### src/rtl/stochastic_lattice_competition_step_macros.svh
// Assertion macros shared by the lattice competition step RTL.
`ifndef STOCHASTIC_LATTICE_COMPETITION_STEP_MACROS_SVH
`define STOCHASTIC_LATTICE_COMPETITION_STEP_MACROS_SVH
`ifndef NO_ASSERTIONS
// Same-cycle implication, sampled on clk_i and switched off during reset.
`define SLCS_ASSERT_IMP(lbl, ante, cons) \
  lbl: assert property (@(posedge clk_i) disable iff (!rst_ni) (ante) |-> (cons)) \
    else $error("slcs assertion failed");
// Next-cycle implication, sampled on clk_i and switched off during reset.
`define SLCS_ASSERT_NXT(lbl, ante, cons) \
  lbl: assert property (@(posedge clk_i) disable iff (!rst_ni) (ante) |=> (cons)) \
    else $error("slcs assertion failed");
`else
`define SLCS_ASSERT_IMP(lbl, ante, cons)
`define SLCS_ASSERT_NXT(lbl, ante, cons)
`endif
`endif

### src/rtl/slcs_pkg.sv
// Types, constants and codes shared by the lattice competition step.
package slcs_pkg;

  // Field widths.
  localparam int unsigned TypeW    = 2;
  localparam int unsigned IdxW     = 10;
  localparam int unsigned SizeW    = 11;
  localparam int unsigned FitW     = 17;
  localparam int unsigned RandW    = 16;
  localparam int unsigned OffW     = 12;
  localparam int unsigned CfgIdxW  = 3;
  localparam int unsigned CfgDataW = 17;

  // Lattice limits.
  localparam int unsigned DefMaxCells = 1024;
  localparam int unsigned MinCells    = 4;

  // One bit of the cell index is brought in per division step.
  localparam int unsigned DivSteps = IdxW;
  localparam int unsigned DivCntW  = $clog2(DivSteps + 1);

  // Register reset values.
  localparam logic [SizeW-1:0] RstLatticeSize = SizeW'(1024);
  localparam logic [IdxW-1:0]  RstLeftEdge    = IdxW'(256);
  localparam logic [IdxW-1:0]  RstRightEdge   = IdxW'(768);
  localparam logic [FitW-1:0]  RstFitness1    = FitW'(49480);
  localparam logic [FitW-1:0]  RstFitness2    = FitW'(65536);
  localparam logic [FitW-1:0]  RstFitness3    = FitW'(45875);
  localparam logic [RandW-1:0] RstMutThresh   = RandW'(1809);

  // Strain type codes.
  localparam logic [TypeW-1:0] TYPE_1 = 2'd1;
  localparam logic [TypeW-1:0] TYPE_2 = 2'd2;
  localparam logic [TypeW-1:0] TYPE_3 = 2'd3;

  typedef enum logic [1:0] {
    OP_INIT = 2'd0,
    OP_ODD  = 2'd1,
    OP_EVEN = 2'd2,
    OP_NONE = 2'd3
  } op_e;

  typedef enum logic [CfgIdxW-1:0] {
    CFG_LATTICE_SIZE       = 3'd0,
    CFG_LEFT_EDGE          = 3'd1,
    CFG_RIGHT_EDGE         = 3'd2,
    CFG_FITNESS_TYPE1      = 3'd3,
    CFG_FITNESS_TYPE2      = 3'd4,
    CFG_FITNESS_TYPE3      = 3'd5,
    CFG_MUTATION_THRESHOLD = 3'd6
  } cfg_idx_e;

  typedef struct packed {
    op_e              opcode;
    logic [IdxW-1:0]  cell_index;
    logic             record_walls;
    logic [RandW-1:0] rand_select;
    logic [RandW-1:0] rand_mutate;
  } in_item_t;

  typedef struct packed {
    logic [TypeW-1:0]       new_type;
    logic                   left_wall_valid;
    logic signed [OffW-1:0] left_wall_offset;
    logic                   right_wall_valid;
    logic signed [OffW-1:0] right_wall_offset;
  } out_item_t;

  typedef struct packed {
    logic [SizeW-1:0] lattice_size;
    logic [IdxW-1:0]  left_edge;
    logic [IdxW-1:0]  right_edge;
    logic [FitW-1:0]  fitness_type1;
    logic [FitW-1:0]  fitness_type2;
    logic [FitW-1:0]  fitness_type3;
    logic [RandW-1:0] mutation_threshold;
  } cfg_t;

  // Commands from the controller to the datapath.
  typedef struct packed {
    logic load;
    logic div_step;
    logic mem_read;
    logic mul;
    logic commit;
  } dp_cmd_t;

  // Status from the datapath to the controller.
  typedef struct packed {
    logic div_done;
  } dp_status_t;

endpackage

### src/rtl/slcs_ctrl.sv
// Controller state machine of the lattice competition step.
`include "stochastic_lattice_competition_step_macros.svh"
module slcs_ctrl (
  input  logic                 clk_i,
  input  logic                 rst_ni,
  input  logic                 in_valid_i,
  output logic                 in_ready_o,
  output logic                 out_valid_o,
  input  logic                 out_ready_i,
  input  slcs_pkg::dp_status_t status_i,
  output slcs_pkg::dp_cmd_t    cmd_o
);
  import slcs_pkg::*;

  typedef enum logic [2:0] {
    S_IDLE,
    S_DIV,
    S_READ,
    S_MUL,
    S_WB
  } state_e;

  state_e state_q, state_d;
  logic   out_valid_q, out_valid_d;
  logic   slot_free;

  assign slot_free = !out_valid_q || out_ready_i;

  // Commands decoded from the current state.
  always_comb begin
    cmd_o          = '0;
    cmd_o.load     = (state_q == S_IDLE) && in_valid_i;
    cmd_o.div_step = (state_q == S_DIV);
    cmd_o.mem_read = (state_q == S_READ);
    cmd_o.mul      = (state_q == S_MUL);
    cmd_o.commit   = (state_q == S_WB) && slot_free;
  end

  // Next state and output valid.
  always_comb begin
    state_d     = state_q;
    out_valid_d = out_valid_q;
    if (out_ready_i) begin
      out_valid_d = 1'b0;
    end
    unique case (state_q)
      S_IDLE: begin
        if (in_valid_i) state_d = S_DIV;
      end
      S_DIV: begin
        if (status_i.div_done) state_d = S_READ;
      end
      S_READ: begin
        state_d = S_MUL;
      end
      S_MUL: begin
        state_d = S_WB;
      end
      S_WB: begin
        if (slot_free) begin
          state_d     = S_IDLE;
          out_valid_d = 1'b1;
        end
      end
      default: begin
        state_d = S_IDLE;
      end
    endcase
  end

  // State and registered output valid.
  always_ff @(posedge clk_i or negedge rst_ni) begin
    if (!rst_ni) begin
      state_q     <= S_IDLE;
      out_valid_q <= 1'b0;
    end else begin
      state_q     <= state_d;
      out_valid_q <= out_valid_d;
    end
  end

  assign in_ready_o  = (state_q == S_IDLE);
  assign out_valid_o = out_valid_q;

  // A new result appears only from the write-back state.
  `SLCS_ASSERT_IMP(a_out_from_wb, $rose(out_valid_o), $past(state_q) == S_WB)
  // The result register is never overwritten while a result waits.
  `SLCS_ASSERT_IMP(a_commit_free, cmd_o.commit, !out_valid_q || out_ready_i)
  // An accepted transaction always starts the index reduction.
  `SLCS_ASSERT_NXT(a_accept_div, in_valid_i && in_ready_o, state_q == S_DIV)
  // The reduction runs until the datapath reports its last step.
  `SLCS_ASSERT_NXT(a_div_hold, state_q == S_DIV && !status_i.div_done, state_q == S_DIV)

endmodule

### config.mk
export PLATFORM = sky130hd
export DESIGN_NAME = slcs_ctrl
export DESIGN_NICKNAME = d
export VERILOG_FILES = /design/src/rtl/slcs_pkg.sv /design/src/rtl/slcs_ctrl.sv
export VERILOG_INCLUDE_DIRS = /design/src /design/src/rtl
export SDC_FILE = /design/constraint.sdc
export NUM_CORES = 1
export LEC_CHECK = 0
export ABC_AREA = 1
export BUFFER_PORTS_ARGS = -buffer_cell sky130_fd_sc_hd__buf_2
export CAP_MARGIN = 20
export CORE_AREA = 5 5 42 44
export DETAILED_ROUTE_END_ITERATION = 16
export DIE_AREA = 0 0 47 49
export PLACE_DENSITY = 0.42
export SYNTH_ARGS = -nofsm -noshare
export SYNTH_HDL_FRONTEND = slang
export SYNTH_SLANG_ARGS = --single-unit
### constraint.sdc
create_clock -name clk_i -period 1.1 [get_ports clk_i]
set_input_delay 0.165 -clock clk_i [delete_from_list [all_inputs] [get_ports clk_i]]
set_output_delay 0.165 -clock clk_i [all_outputs]
set_load 0.1 [all_outputs]
==> flow_summary.json <==
{
  "final_util_pct": 44.3,
  "multi_input_area_um2": 176,
  "pin_count": 12,
  "ys_ff_latch": 4,
  "ys_warn_count": 0,
  "first_pass_iters": 1,
  "fin_nets": 66,
  "dpl.hpwl_um": 542,
  "worst_pin_slew_ns": 0.203,
  "ant_nets": 0,
  "dp.cells": 69,
  "insertedDiodeCount": 0,
  "antenna_found_initial": 0,
  "crit_path_start_kind": "register",
  "r2r_start": "state_q[0]",
  "cts_tree": "built",
  "grt_pass1_wl_mm": 1.26,
  "yosysSeqAreaShare_pct": 41.5,
  "cts_root_buffer": "clkbuf_4",
  "setup.worst_path.class": "register to output port",
  "drt_first_iter_violations": 0,
  "crit_path_end": "cmd_o[4]",
  "grt_util_all_layers_pct": 7.70,
  "cts-buffers-inserted": 3,
  "nFillCells": 138,
  "vias_per_cell": 3.93,
  "core.rowCount": 14,
  "wire_per_inst_um": 8.43,
  "grt_pass1_vias": 309,
  "h-tree-depth": 1,
  "layout_setup_ws_ns": -0.343,
  "die_x_um": 47,
  "cap_violations": 0,
  "slew_headroom_pct": 86.3,
  "critPathCaptureType": "output port",
  "syn_avg_cell_area_um2": 7.10,
  "hold_viol": 0,
  "place_congestion": 0.784,
  "drive_above_1_share_pct": 68.3,
  "rrSetupSlack_ns": -0.11,
  "max_freq_mhz": 693,
  "crit_fanout": 4,
  "cp.required_ns": 0.94,
  "rsz0062_at_grt": "yes",
  "dieArea_um2": 2300,
  "finalCritPeriodShare_pct": 131,
  "die_y_um": 49,
  "period_needed_ns": 1.44,
  "hold_class": "input port to register",
  "finalClockSkew_ns": 0.00292,
  "status": "finished, violations left",
  "clkLatencyLatePin_ns": 0.24,
  "areaGrowthSynthToFinish_pct": 157,
  "start_util_pct": 17.2,
  "instances_no_fill": 76,
  "routed_wl_um": 641,
  "syn_inst": 34,
  "ff_latch_area_um2": 104,
  "synth_cell_types": 12,
  "core_region_area_um2": 1400,
  "setup_violations": 8,
  "cts_sinks": 4,
  "num_vias": 299,
  "grt_start_max_net_pins": 5,
  "startpoint": "state_q[0]",
  "overflow": 0,
  "reg2regPathDepth": 6,
  "clkTransAtPathRegs_ns": 0.04,
  "crit_arrival_ns": 1.28,
  "io_buffers": 11,
  "slew_viol_final": 0,
  "synth.net_count": 39,
  "drc": 0,
  "violations": "setup timing",
  "clockBufferDepth": 2,
  "netlist_area_um2": 241,
  "regToRegEndpoint": "state_q[1]"
}
==> repair_timing <==
item                       in CTS  in global routing
hold buffers                    1                  0
setup endpoints to repair       8                  8
pin swaps                       2                  3
gates resized for setup         8                  3
buffers inserted                2                  1
hold endpoints to repair        4                  0
==> flip-flops by register name, indices dropped and copies added, names as in the netlist <==
name	cells
state_q	3
out_valid_o	1
==> through the flow <==
| step | setup slack (ns) | setup TNS (ns) | area (um2) | hold WS [ns] |
|---|---|---|---|---|
| after floorplan | -0.508 | -1.69 | 295 | -0.131 |
| after global placement | -0.0769 | -0.180 | 536 | -0.0281 |
| after detailed placement | -0.101 | -0.260 | 536 | -0.0256 |
| after CTS | -0.361 | -2.04 | 617 | 0.168 |
| after global routing | -0.418 | -2.45 | 621 | 0.169 |
| final | -0.343 | -1.86 | 621 | 0.186 |
==> synthesized netlist by cell type <==
library cell  n  area share (%)
nor2_1        8              12
inv_1         7              11
dfrtp_1       4              41
nand3_1       4             8.3
nand2_1       3             4.7
o21ai_0       2             4.1
buf_4         1             3.1
nand4_1       1             2.6
nor3_1        1             2.1
o21ai_2       1             3.6
o21bai_1      1             3.1
or2_4         1             3.6
==> kinds of logic (layout without fill, tap and decap cells) <==
group,count (synthesis),count (layout),share of synthesized area (%)
buf+inv,8,34,14.0
compound gates,4,4,10.9
simple gates,18,18,33.7
flops,4,4,41.5
==> critical path, stage by stage, from the launching register on <==
cell	delay (ns)
dfrtp_1	0.39
or2_4	0.30
nor3_4	0.16
buf_12	0.20
==> placed cells by master, fill, tap and decap left out <==
cell type	Yosys	layout
buf_4	1	8
buf_12	0	7
nor2_4	0	5
buf_2	0	4
inv_2	0	3
nor2_1	8	3
inv_1	7	3
clkbuf_4	0	3
buf_6	0	3
dfrtp_1	4	3
nand2_1	3	2
o21ai_0	2	2
nand3_1	4	2
or2_4	1	1
nand3_4	0	1
clkinvlp_4	0	1
nor3_4	0	1
nand3_2	0	1
o21bai_1	1	1
nand2_2	0	1
o21ai_2	1	1
nand4_1	1	1
clkbuf_1	0	1
dlygate4sd3_1	0	1
dfrtp_4	0	1
==> routing by layer <==
metal	global-route usage [%]	wire length (um)	vias to the layer above
li1	-	-	156
met1	8.89	250	132
met2	10.9	324	8
met3	2.21	40	3
met4	6.91	25	0
met5	0	0	-
==> area by class of cell <==
type / instances / area share [%]
Multi-Input combinational cell: 22 / 28.4
Timing Repair Buffer: 23 / 42.5
Sequential cell: 4 / 16.7
Clock buffer: 4 / 4.23
Tap cell: 16 / 3.23
Inverter: 7 / 4.84
==> worst min-delay path by stage <==
stage,start,endpoint,cells after the start
2_1_floorplan,rst_ni,state_q[0],0
3_3_place_gp,rst_ni,out_valid_o,1
3_5_place_dp,rst_ni,out_valid_o,1
4_1_cts,out_ready_i,out_valid_o,2
5_1_grt,out_ready_i,out_valid_o,2
6_report,out_ready_i,out_valid_o,2
Power is not shown: default switching activity piles up to over one toggle a cycle in this logic, so the estimate is an artifact.
